File: config.mk
export PLATFORM = sky130hd
export DESIGN_NAME = bds_queue
export DESIGN_NICKNAME = d
export VERILOG_FILES = /design/src/hdl/bds_pkg.sv /design/src/hdl/bds_queue.sv
export SDC_FILE = /design/constraint.sdc
export NUM_CORES = 1
export LEC_CHECK = 0
export BUFFER_PORTS_ARGS = -buffer_cell sky130_fd_sc_hd__buf_4
export CAP_MARGIN = 20
export CORE_MARGIN = 5
export CORE_UTILIZATION = 61
export DETAILED_ROUTE_END_ITERATION = 7
export PLACE_DENSITY = 0.9
export SYNTH_ARGS = -nofsm -noshare
export SYNTH_HDL_FRONTEND = slang
export SYNTH_SLANG_ARGS = --single-unit
File: constraint.sdc
create_clock -name i_clk -period 5.2 [get_ports i_clk]
set_clock_uncertainty 0.05 [all_clocks]
set_input_delay 0.26 -clock i_clk [delete_from_list [all_inputs] [get_ports i_clk]]
set_output_delay 0.26 -clock i_clk [all_outputs]
set_load 0.01 [all_outputs]
File: src/hdl/bds_pkg.sv
// Shared types and constants for the 2x2 box-average downscaler.
package bds_pkg;

    localparam int CH_W        = 16;
    localparam int PIX_W       = 3 * CH_W;
    localparam int PAIR_W      = CH_W + 1;
    localparam int SLOT_W      = 13;
    localparam int CNT_W       = 12;
    localparam int CFG_W       = 13;
    localparam int HEIGHT_MAX  = 4096;
    localparam int QUEUE_DEPTH = 4;
    localparam int QPTR_W      = 2;

    localparam logic REG_WIDTH  = 1'b0;
    localparam logic REG_HEIGHT = 1'b1;

    typedef struct packed {
        logic              emit;
        logic              last;
        logic [SLOT_W-1:0] slot;
        logic [PAIR_W-1:0] sum_r;
        logic [PAIR_W-1:0] sum_g;
        logic [PAIR_W-1:0] sum_b;
    } t_op;

endpackage

File: src/hdl/bds_queue.sv
// Short op queue between front and back ends.
module bds_queue (
    input  logic         i_clk,
    input  logic         i_rst_n,
    input  logic         i_push,
    input  bds_pkg::t_op i_op,
    input  logic         i_pop,
    output logic         o_full,
    output logic         o_empty,
    output bds_pkg::t_op o_head
);
    import bds_pkg::*;

    t_op               r_mem [QUEUE_DEPTH];
    logic [QPTR_W-1:0] r_wr, r_rd;
    logic [QPTR_W:0]   r_count;

    assign o_full  = (r_count == (QPTR_W+1)'(QUEUE_DEPTH));
    assign o_empty = (r_count == '0);
    assign o_head  = r_mem[r_rd];

    always_ff @(posedge i_clk) begin
        if (i_push) begin
            r_mem[r_wr] <= i_op;
        end
    end

    always_ff @(posedge i_clk) begin
        if (!i_rst_n) begin
            r_wr    <= '0;
            r_rd    <= '0;
            r_count <= '0;
        end else begin
            if (i_push) begin
                r_wr <= r_wr + QPTR_W'(1);
            end
            if (i_pop) begin
                r_rd <= r_rd + QPTR_W'(1);
            end
            if (i_push && !i_pop) begin
                r_count <= r_count + (QPTR_W+1)'(1);
            end else if (!i_push && i_pop) begin
                r_count <= r_count - (QPTR_W+1)'(1);
            end
        end
    end

endmodule

**Word-level counts from Yosys, hierarchy flattened**

Memory sizes are Yosys's and may differ from the RTL's. A register that Yosys moved wholly into a read port is not among the register bits.
Cells that the tools add are included.

- Register bits: 7
- Logic and storage cells: 21
- Output and inout bits: 68
- Bits in writable memories: 264
- Memories: 1

Memory list:

| name | words | width | read ports | clocked after Yosys merged registers in | write ports | line | source |
|---|---|---|---|---|---|---|---|
| r_mem | 4 | 66 | 1 | 1 | 1 | bds_queue.sv:14 | `t_op r_mem [QUEUE_DEPTH];` |

- Add/sub/neg operators: 4
- Reduce and logical (&&, ||, !) cells: 6
- Multiplexer cells: 6
- Equal/unequal tests: 1

Operator list:

| cell | count |
|---|---|
| two-way mux 3 bit | 2 |
| adder 2 x 1 -> 2 bit (second input constant) | 2 |
| two-way mux 2 bit | 2 |
| adder 3 x 1 -> 3 bit (second input constant) | 1 |
| == test 3 bit (second input constant) | 1 |
| logical NOT 3 bit | 1 |
| subtractor 3 x 1 -> 3 bit (second input constant) | 1 |
| logical AND 1 bit | 2 |
| logical NOT 1 bit | 2 |
| two-way mux 1 bit | 2 |
| nonzero test 2 bit | 1 |

**Longest topological paths before layout**

- Word-level depth: 4
- Depth in mapped cells: 7
- Mapped depth without buffers: 7

**Least setup slack after synthesis**

Ideal clock, no wire load.

- Path kind: register -> register
- Start point: register r_wr[0]
- End point: memory r_mem[0][0] (netlist bit) (enable)
- Data required time: 4.719 ns
- Path slack: 2.628 ns
- Data arrival time: 2.091 ns
- Cell stages (with the launch flop): 4
- Buffers on the path: 0
- Clock period less this slack: 2.572 ns
- Setup time: 0.431 ns
- Cell sequence: dfxtp_1 -> inv_1 -> ha_1 -> and2_1

RTL lines:

| element | line | source |
|---|---|---|
| start: declaration | bds_queue.sv:15 | `logic [QPTR_W-1:0] r_wr, r_rd;` |
| start signal: assignment | bds_queue.sv:35 | `r_wr <= r_wr + QPTR_W'(1);` |
| end: declaration | bds_queue.sv:14 |  |

Straight into the memory's write port.

==> qor.txt <==
deepest clock path buffer count - 3
H-tree depth - 1
dominant cell type by area after synthesis - edfxtp_1
post-synthesis cell type count - 21
hpwl dp - 10300 um
mux cell area share after synthesis - 15.1%
CORE AREA - 15900 sq um
Synth warnings - 0
TritonCTS Sinks - 273
Critical Path Source Type - flip-flop
io pins - 138
largest net degree at the start of global routing - 67
die width - 138 um
clock period minus worst slack - 3050 ps
aggregate global-route resource usage - 22.1%
root buf cell - clkbuf_16
FFs w/ async S/R, synth - 0%
cts bufs inserted - 27
#FFs+latches synth - 273
hold path cells - 3
ranking of synthesized cells by area - edfxtp_1, mux4_2, dfxtp_1
Syn Area/Cell - 25.7 sq um
worst-path maximum fanout - 46
Post-Syn Nets - 463
full die area - 19000 sq um
Hold Vio Cnt, Final - 0
Routed wire per std cell - 24.2 um
Post-synth top flop - edfxtp_1
Reg2Reg Setup Slack - 3330 ps
Post-DP Area - 11200 sq um
IO buf count - 137
R2R Path Start - r_wr[0]
Leak - 0.00438 uW
Initial Util - 62.5%
Worst-Margin Slew - 1020 ps
Gate Count Post-Synth - 387
FMAX - 0.328 GHz
Max Cap Viol - 0
# rows - 46
initial antenna violation count - 0
NumNets Final - 683
post-route clock period utilization - 58.7%
setup TNS - 0 ps
DRC - 0
simple-gate share of the synthesized area - 0.917%
final instance area - 12800 sq um
count leader, synth - edfxtp_1
Worst-path clk slew - 60 ps
Die H - 138 um
Slew headroom - 31.9%
routed vias - 4816
post-cts resize count - 0
Placer Congestion - 0.717
Worst VDD drop - 310 uV
initial DRC count - 306
Worst Path Arrival - 2740 ps
Slew Limit Fails - 0
vias in the first global route - 5269
DRT antenna net count - 0
area share of xor/xnor cells in the synthesized design - 0.440%
WP data required - 4890 ps
Pwr per Cell Area - 400 nW/um^2
share of the synthesized area in the top cell type - 79.6%
cell area after synthesis - 9960 sq um
Post-Synth Adder-Cell Area - 0.829%
Hold Path Class - input pin to flip-flop
Compound-Gate Fraction of Synth Area - 0.126%
RSZ-0062 raised after global routing - false
Setup-failing EPs final - 0
ant diodes - 0
sequential-to-total area share from yosys stat - 81.4%
number of synthesized flops with an enable pin - 264
synth cell count leaders - edfxtp_1, mux4_2, and2_1, dfxtp_1
insertion delay to the later sink of the worst-skew pair - 500 ps
global-route wire length before repair - 30700 um
Reg-to-Reg End - r_mem[1][61]
CTS tree - built
total gr overflow - 0
largest family of logic cells by synthesized area - multiplexers
category of the most critical setup path - flip-flop to output pin
FF-to-FF path depth - 2
share of post-route cells with drive strength above 1 - 39.4%
Vias/cell - 5.71
Total Routed Length - 20400 um
CP Capture Type - output pin
status - finished clean
Worst Hold Launch - i_pop
Pre-antenna DRT Iters - 4
worst hold-check slack - 55.6 ps
P&R area growth vs syn - 28.1%
-- flip-flops by register name, summed over array words and instances, names as in the netlist, named ones only --
name,cells
r_wr,2
r_rd,2
r_count,3
r_mem,264
-- critical path, cell delays in order, from the launching register on --
cell and delay, ps:
dfxtp_4 920, buf_4 540, mux4_2 590, buf_4 170
-- logic make-up after synthesis --
kind of cell	count (synthesis)
xor+xnor	5
buf+inv	18
fa+ha+maj	6
simple gates	15
flops	273
mux	68
compound gates	2
-- layer usage --
metal | global-route usage [%] | wire length, um
met2 | 40.5 | 11400
met1 | 28.0 | 7390
met4 | 5.10 | 354
met3 | 3.76 | 1300
met5 | 0 | 0
-- final cells by class --
type | count | area (sq um)
Clock buffer | 33 | 698
Clock inverter | 16 | 208
Fill cell | 725 | 3180
Inverter | 4 | 15.0
Multi-Input combinational cell | 96 | 1750
Sequential cell | 273 | 8120
Tap cell | 216 | 270
Timing Repair Buffer | 205 | 1710
-- layout by cell type (no fill, tap or decap) --
cell type	count
edfxtp_1	264
buf_4	138
dlygate4sd3_1	67
mux4_2	66
clkbuf_16	27
dfxtp_1	7
clkinv_1	6
clkbuf_1	6
and2_1	5
ha_1	5
bufinv_16	5
inv_1	4
and2_4	4
xor2_1	3
clkinv_2	3
xnor2_1	2
mux2i_1	2
nor2b_1	2
dfxtp_4	2
nor3_1	1
nor3b_1	1
nand2_1	1
o21ai_0	1
or3_1	1
a21boi_0	1
fa_1	1
inv_8	1
clkinv_4	1
-- metrics by stage --
stage	total power (uW)	setup slack, ps	instances	util (%)
final	5100	2150	843	80.0
after CTS	5130	1990	843	80.0
after global placement	3110	2580	727	70.1
after floorplan	2880	2630	387	-
after detailed placement	3130	2590	727	70.1
after global routing	5280	1860	843	80.0
-- power breakdown --
group / switching (uW) / leakage (uW) / internal (uW)
Clock: 770 / 0.000442 / 1200
Sequential: 71.6 / 0.00250 / 2530
Combinational: 234 / 0.00144 / 298
Total: 1080 / 0.00438 / 4030
-- worst max-delay path by stage --
stage,startpoint,end,slack [ps],cells past startpoint
2_1_floorplan,r_wr[0],r_mem[0][0],2630,3
3_3_place_gp,flip-flop,o_head[7],2580,3
3_5_place_dp,flip-flop,o_head[20],2590,3
4_1_cts,flip-flop,o_head[14],1990,3
5_1_grt,flip-flop,o_head[14],1860,3
6_report,flip-flop,o_head[14],2150,3
-- repair_timing --
item,in CTS,in global routing
buffers inserted,0,0
hold buffers,67,0
hold endpoints to repair,272,0
endpoints found under the setup margin,0,0
Power figures use the tool's default switching activity.
