**config.mk**
```make
export PLATFORM = sky130hd
export DESIGN_NAME = bds_front
export DESIGN_NICKNAME = d
export VERILOG_FILES = /design/src/hdl/bds_pkg.sv /design/src/hdl/bds_front.sv
export SDC_FILE = /design/constraint.sdc
export NUM_CORES = 1
export LEC_CHECK = 0
export ABC_AREA = 1
export BUFFER_PORTS_ARGS = -buffer_cell sky130_fd_sc_hd__buf_4
export CORE_MARGIN = 1
export CORE_UTILIZATION = 52
export DETAILED_ROUTE_END_ITERATION = 8
export PLACE_DENSITY = 0.87
export SLEW_MARGIN = 20
export SYNTH_ARGS = -nofsm -noshare
export SYNTH_HDL_FRONTEND = slang
export SYNTH_SLANG_ARGS = --single-unit
```
**constraint.sdc**
```tcl
create_clock -name i_clk -period 2.9 [get_ports i_clk]
set_input_delay 0.29 -clock i_clk [delete_from_list [all_inputs] [get_ports i_clk]]
set_output_delay 0.29 -clock i_clk [all_outputs]
set_load 0.02 [all_outputs]
```
**src/hdl/bds_pkg.sv**
```systemverilog
// Shared types and constants for the 2x2 box-average downscaler.
package bds_pkg;

    localparam int CH_W        = 16;
    localparam int PIX_W       = 3 * CH_W;
    localparam int PAIR_W      = CH_W + 1;
    localparam int SLOT_W      = 13;
    localparam int CNT_W       = 12;
    localparam int CFG_W       = 13;
    localparam int HEIGHT_MAX  = 4096;
    localparam int QUEUE_DEPTH = 4;
    localparam int QPTR_W      = 2;

    localparam logic REG_WIDTH  = 1'b0;
    localparam logic REG_HEIGHT = 1'b1;

    typedef struct packed {
        logic              emit;
        logic              last;
        logic [SLOT_W-1:0] slot;
        logic [PAIR_W-1:0] sum_r;
        logic [PAIR_W-1:0] sum_g;
        logic [PAIR_W-1:0] sum_b;
    } t_op;

endpackage

```
**src/hdl/bds_front.sv**
```systemverilog
// Front end: accepts pixels, tracks position, forms column-pair sums, issues ops.
module bds_front #(
    parameter int MAX_WIDTH    = 4096,
    parameter int CHANNEL_BITS = 16
) (
    input  logic                   i_clk,
    input  logic                   i_rst_n,
    input  logic                   i_cfg_we,
    input  logic                   i_cfg_index,
    input  logic [bds_pkg::CFG_W-1:0] i_cfg_data,
    input  logic                   i_accept,
    input  logic [bds_pkg::PIX_W-1:0] i_pix,
    output logic                   o_push,
    output bds_pkg::t_op           o_op
);
    import bds_pkg::*;

    localparam int LINE_DEPTH = MAX_WIDTH / 2;

    logic [CFG_W-1:0]        r_width, r_height;
    logic [CNT_W-1:0]        r_col, r_row;
    logic [CHANNEL_BITS-1:0] r_held_r, r_held_g, r_held_b;

    logic [CFG_W-1:0]        w_eff, h_eff, w_even, h_even;
    logic [CFG_W-1:0]        col_inc, row_inc;
    logic [CHANNEL_BITS-1:0] pix_r, pix_g, pix_b;
    logic [CNT_W-2:0]        slot;
    logic                    slot_ok, last_row, last_col;

    assign pix_r = i_pix[CHANNEL_BITS-1:0];
    assign pix_g = i_pix[CH_W +: CHANNEL_BITS];
    assign pix_b = i_pix[2*CH_W +: CHANNEL_BITS];

    always_comb begin
        if (r_width == '0) begin
            w_eff = CFG_W'(1);
        end else if (32'(r_width) > MAX_WIDTH) begin
            w_eff = CFG_W'(MAX_WIDTH);
        end else begin
            w_eff = r_width;
        end
        if (r_height == '0) begin
            h_eff = CFG_W'(1);
        end else if (32'(r_height) > HEIGHT_MAX) begin
            h_eff = CFG_W'(HEIGHT_MAX);
        end else begin
            h_eff = r_height;
        end
    end

    assign w_even   = {w_eff[CFG_W-1:1], 1'b0};
    assign h_even   = {h_eff[CFG_W-1:1], 1'b0};
    assign last_col = (w_even != '0) && ({1'b0, r_col} == w_even - CFG_W'(1));
    assign last_row = (h_even != '0) && ({1'b0, r_row} == h_even - CFG_W'(1));
    assign col_inc  = {1'b0, r_col} + CFG_W'(1);
    assign row_inc  = {1'b0, r_row} + CFG_W'(1);
    assign slot     = r_col[CNT_W-1:1];
    assign slot_ok  = 32'(slot) < LINE_DEPTH;

    always_comb begin
        o_push     = i_accept && r_col[0] && slot_ok;
        o_op.emit  = r_row[0];
        o_op.last  = last_row && last_col;
        o_op.slot  = SLOT_W'(slot);
        o_op.sum_r = PAIR_W'({1'b0, r_held_r} + {1'b0, pix_r});
        o_op.sum_g = PAIR_W'({1'b0, r_held_g} + {1'b0, pix_g});
        o_op.sum_b = PAIR_W'({1'b0, r_held_b} + {1'b0, pix_b});
    end

    always_ff @(posedge i_clk) begin
        if (!i_rst_n) begin
            r_width  <= CFG_W'(640);
            r_height <= CFG_W'(480);
            r_col    <= '0;
            r_row    <= '0;
        end else if (i_cfg_we) begin
            if (i_cfg_index == REG_WIDTH) begin
                r_width <= i_cfg_data;
            end else begin
                r_height <= i_cfg_data;
            end
            r_col <= '0;
            r_row <= '0;
        end else if (i_accept) begin
            if (col_inc >= w_eff) begin
                r_col <= '0;
                if (row_inc >= h_eff) begin
                    r_row <= '0;
                end else begin
                    r_row <= row_inc[CNT_W-1:0];
                end
            end else begin
                r_col <= col_inc[CNT_W-1:0];
            end
        end
    end

    always_ff @(posedge i_clk) begin
        if (i_accept && !r_col[0]) begin
            r_held_r <= pix_r;
            r_held_g <= pix_g;
            r_held_b <= pix_b;
        end
    end

endmodule

```
=== Word-level counts from Yosys, hierarchy flattened ===
Index checks and enable logic that the tools add are counted.

* Flip-flop bits (word level): 98
* Input port bits: 66
* Output and inout bits: 67

* $add $sub $neg: 7
* Magnitude comparators: 4
* Eq/ne operators: 2
* Multiplexer cells: 6
* Bitwise logic cells: 2
* Reductions and logical operators: 14

{| class="wikitable"
|+ Operators by type and width
! kind !! count
|-
| 2-to-1 mux 13 bit || 4
|-
| adder 16 x 16 -> 17 bit || 3
|-
| adder 12 x 1 -> 13 bit (second input constant) || 2
|-
| equality test 12 x 13 -> 1 bit || 2
|-
| >= comparator 13 bit || 2
|-
| greater-than comparator 13 bit (second input constant) || 2
|-
| logical NOT 13 bit || 2
|-
| nonzero test 13 bit || 2
|-
| subtractor 13 x 1 -> 13 bit (second input constant) || 2
|-
| 2-to-1 mux 12 bit || 2
|-
| AND reduction 2 bit || 3
|-
| logical AND 1 bit || 5
|-
| inverter 1 bit || 2
|-
| OR reduction 2 bit || 1
|-
| logical NOT 1 bit || 1
|}

=== Longest topological paths before layout ===
* Depth after elaboration: 7
* Gate-level depth with buffers: 20
* Depth with buffers taken out: 18

=== Least setup slack after synthesis ===
No wires, ideal clock.

* Kind: in2reg
* Start: input port i_accept
* End: register r_held_b[0] (enable)
* Arrival time: 2569 ps
* Setup slack: -123 ps
* Stages on the path: 3
* Path buffers: 1
* Path through: inv_1 clkbuf_1 nor2_1

* Longest elaborated chain between the ends: 1

{| class="wikitable"
|+ RTL lines
! what !! line !! text
|-
| start: declaration || bds_front.sv:11 || <nowiki>input logic i_accept,</nowiki>
|-
| logical AND 1 bit || bds_front.sv:99 || <nowiki>if (i_accept && !r_col[0]) begin</nowiki>
|-
| end signal: assignment || bds_front.sv:102 || <nowiki>r_held_b <= pix_b;</nowiki>
|-
| end: declaration || bds_front.sv:22 || <nowiki>logic [CHANNEL_BITS-1:0] r_held_r, r_held_g, r_held_b;</nowiki>
|}

Every way passes these cells.
A chain may end at the register's enable or synchronous reset.

==> run metrics <==
CTS clock-pin slew for the worst setup and hold paths=0.07 ns; Post-DRT Antenna Nets=0; vias in the first global route=7065; endpoints failing hold=0; Reg2Reg Depth=17; met3 wire len=2.09 mm; Initial Util=0.538; Overall Power=4380 µW; CTS tree=yes; setup_tns=-0.929 ns; first-pass GRT wire length=32.5 mm; CTS Sinks=98; status=complete, but fails checks; PwrDens=around 440 nW/µm²; max-cap violation count=0; register area=2470 µm²; leading post-synthesis cells by cell area=edfxtp_1 19%, dfxtp_1 13%, ha_1 13%; hold slack=approximately 0.11 ns; Tmin final=3.07 ns; Post-synth EDFFs=48; worst slew pin tran=just under 0.8 ns; HP Class=input port to register; area grow syn2layout=32.7%; critical path type=register to output pin; full die area=approximately 15000 µm²; VDD IR max=between 0.3 and 0.4 mV; LEAKAGE=a little under 0.005 µW; clock root buffer master=clkbuf_16; DP HPWL=15.4 mm; CP endpoint kind=output pin; Reg2Reg Launch Point=r_row[0]; Vias=7970; layout cells sized above 1=0.295; met1 WL=8.91 mm; Post-Synthesis Cell Area=7550 µm²; Critical Path RT=approximately 2.6 ns; Setup Skew=~0.0074 ns; final core utilization=0.714; clk buf depth=2; Yosys top cell by area=edfxtp_1; Vias/cell=5.80; fill count=1001; Synth cell types=47; H-Tree Depth=3; CP Max Fanout=3; Synth Flop Type=dfxtp_1; syn avg cell area=~7.5 µm²; max_slew headroom=0.472; max-slew violations=0; RSZ-0062 raised after global routing=true; cts bufs inserted=9; DR pass1 iterations=8; Final setup viols=10; YS warnings=0; sequential share of the synthesized area=0.324; Setup WS post-layout=-0.168 ns; grt ovf=0; Post-Layout Inst Area=10000 µm²; #FFs+latches synth=slightly below 100; cts hold-fix bufs=0; placed cell areas=8910 µm²; GP Congestion=0.955; die height=122 µm; Worst EP arrival=2.78 ns; cells after synthesis=1001; crit path launch type=register; Chip Width=roughly 120 µm; highest routed layer=met4; WL/cell=between 15 and 20 µm; top-area cell type share of the netlist area=0.191; r2r endpoint=r_row[1]; Ports=between 100 and 150; final wirelength=approximately 23 mm; Tot GR Track Use=0.274; largest net degree at the start of global routing=49; initial antenna violation count=0; DR iter-0 viols=820; IO Port Bufs=130; crit path launch=r_height[1]; DRC=0; register-to-register setup slack=-0.15 ns; part of the cycle the worst path needs=1.06; maximum clock frequency=0.326 GHz; FP Rows=43; Worst Setup EP=o_op[64]; Worst-Skew Late Latency=0.36 ns; footprint of the multi-input gates=~5000 µm²; failing checks=negative setup slack; Synth async-reset ratio=0; core area=about 14000 µm²; # diodes=0; wire length on met2=approximately 11 mm; fin nets=~1300
[layout by cell type, fill, tap and decap left out, types with 4 or more instances in the layout]
cell type and count:
clkbuf_16 10, a21o_1 6, inv_2 9, nor3_1 12
nand3b_1 9, xor2_1 46, xnor2_1 14, o21ai_1 9
nor2_4 8, edfxtp_1 48, a211oi_1 4, dfxtp_1 37
dfxtp_2 10, nor3_4 5, nor2_2 13, ha_4 6
nand2_1 204, nand2_2 8, nand4_1 16, buf_4 202
o21ai_0 44, nand3_1 54, o21ai_2 13, a21boi_2 4
nand2_4 10, inv_1 102, nand3_2 8, a21oi_2 12
nor2_1 73, ha_1 70, a21oi_1 69
[critical path, stage by stage, from the launching register on]
cell	delay [ns]
dfxtp_2	0.33
nor2_1	0.09
nand2_1	0.06
nor2_1	0.11
nand2_1	0.12
nand2_4	0.12
nand2_4	0.08
ha_4	0.27
nor2_2	0.03
nor2_2	0.12
nand4_1	0.12
a21oi_2	0.14
nand3_1	0.08
nor2_1	0.11
nand3_1	0.10
nor2_2	0.11
nand4_1	0.11
nor2_2	0.17
buf_6	0.13
[final cells by class]
type	count	share of cell area
repair buffers	206	0.156
well taps	180	0.0225
flip-flops and latches	98	0.246
clock buffers	12	0.0267
clock inverters	4	0.00312
inverters	114	0.0432
multi-input cells	761	0.502
[worst min path at each step]
stage                startpoint      endpoint  slack, ns  depth (start not counted)
detailed placement  r_height[9]   r_height[9]       0.47                          2
finish                i_pix[12]  r_held_r[12]       0.11                          1
floorplan             i_pix[32]   r_held_b[0]       0.39                          0
global placement     r_width[0]    r_width[0]       0.46                          2
CTS                   i_pix[12]  r_held_r[12]       0.11                          1
global route          i_pix[12]  r_held_r[12]       0.11                          1
[per-layer routing]
layer  up-vias  global-route usage
met2       465               0.470
met5         -                   0
met4         0              0.0739
met1      3653               0.345
met3        88              0.0613
li1       3764                   -
[logic make-up (layout without fill, tap and decap cells)]
group	count (synthesis)	in the layout	synth area share
fa+ha+maj	82	82	0.139
buf+inv	144	336	0.0837
simple gates	425	426	0.240
compound gates	189	189	0.141
xor+xnor	62	62	0.0719
other cells	1	2	0.000497
flops	98	98	0.323
[registers in the layout, summed over array words and instances, names as in the netlist]
signal	cells
r_held_b	16
r_row	12
r_held_g	16
r_height	13
r_width	13
r_col	12
r_held_r	16
[cell usage after synthesis, types with 2 or more instances]
library cell,count
edfxtp_1,48
o21ai_0,54
a211oi_1,4
nand2_2,3
nand2_1,217
o211ai_1,3
o311ai_0,2
a31oi_1,2
buf_4,14
nor2_1,93
o21a_1,2
o2111ai_1,3
a21boi_0,4
nor3_2,2
buf_6,3
xnor2_1,14
nand2_4,2
a22oi_1,2
o21ai_1,11
nand4_1,16
dfxtp_1,50
ha_1,79
xor2_1,48
clkbuf_1,12
clkinv_1,2
o21bai_1,2
fa_1,3
nor3_1,17
o31ai_1,5
inv_1,111
a21o_1,6
nand3_1,62
a21oi_1,83
nand3b_1,9
[report_power, final]
| part | internal [µW] | switching (µW) | total [µW] |
|---|---|---|---|
| sequential | 1530 | 35.8 | 1560 |
| combinational | 651 | 956 | 1610 |
| clock | 663 | 547 | 1210 |
[repair_timing]
action	CTS	global route
setup endpoints to repair	30	40
gates cloned	1	0
pin swaps	27	67
gates resized for setup	51	115
setup buffers	13	18
[per-stage QoR]
step | setup WS [ns] | std cells
CTS | -0.114 | 1358
floorplan | 0.0310 | 1002
finish | -0.168 | 1375
detailed placement | -0.161 | 1328
global route | -0.393 | 1375
global placement | 0.0217 | 1328
No activity file was read; power rests on OpenSTA's default activity.
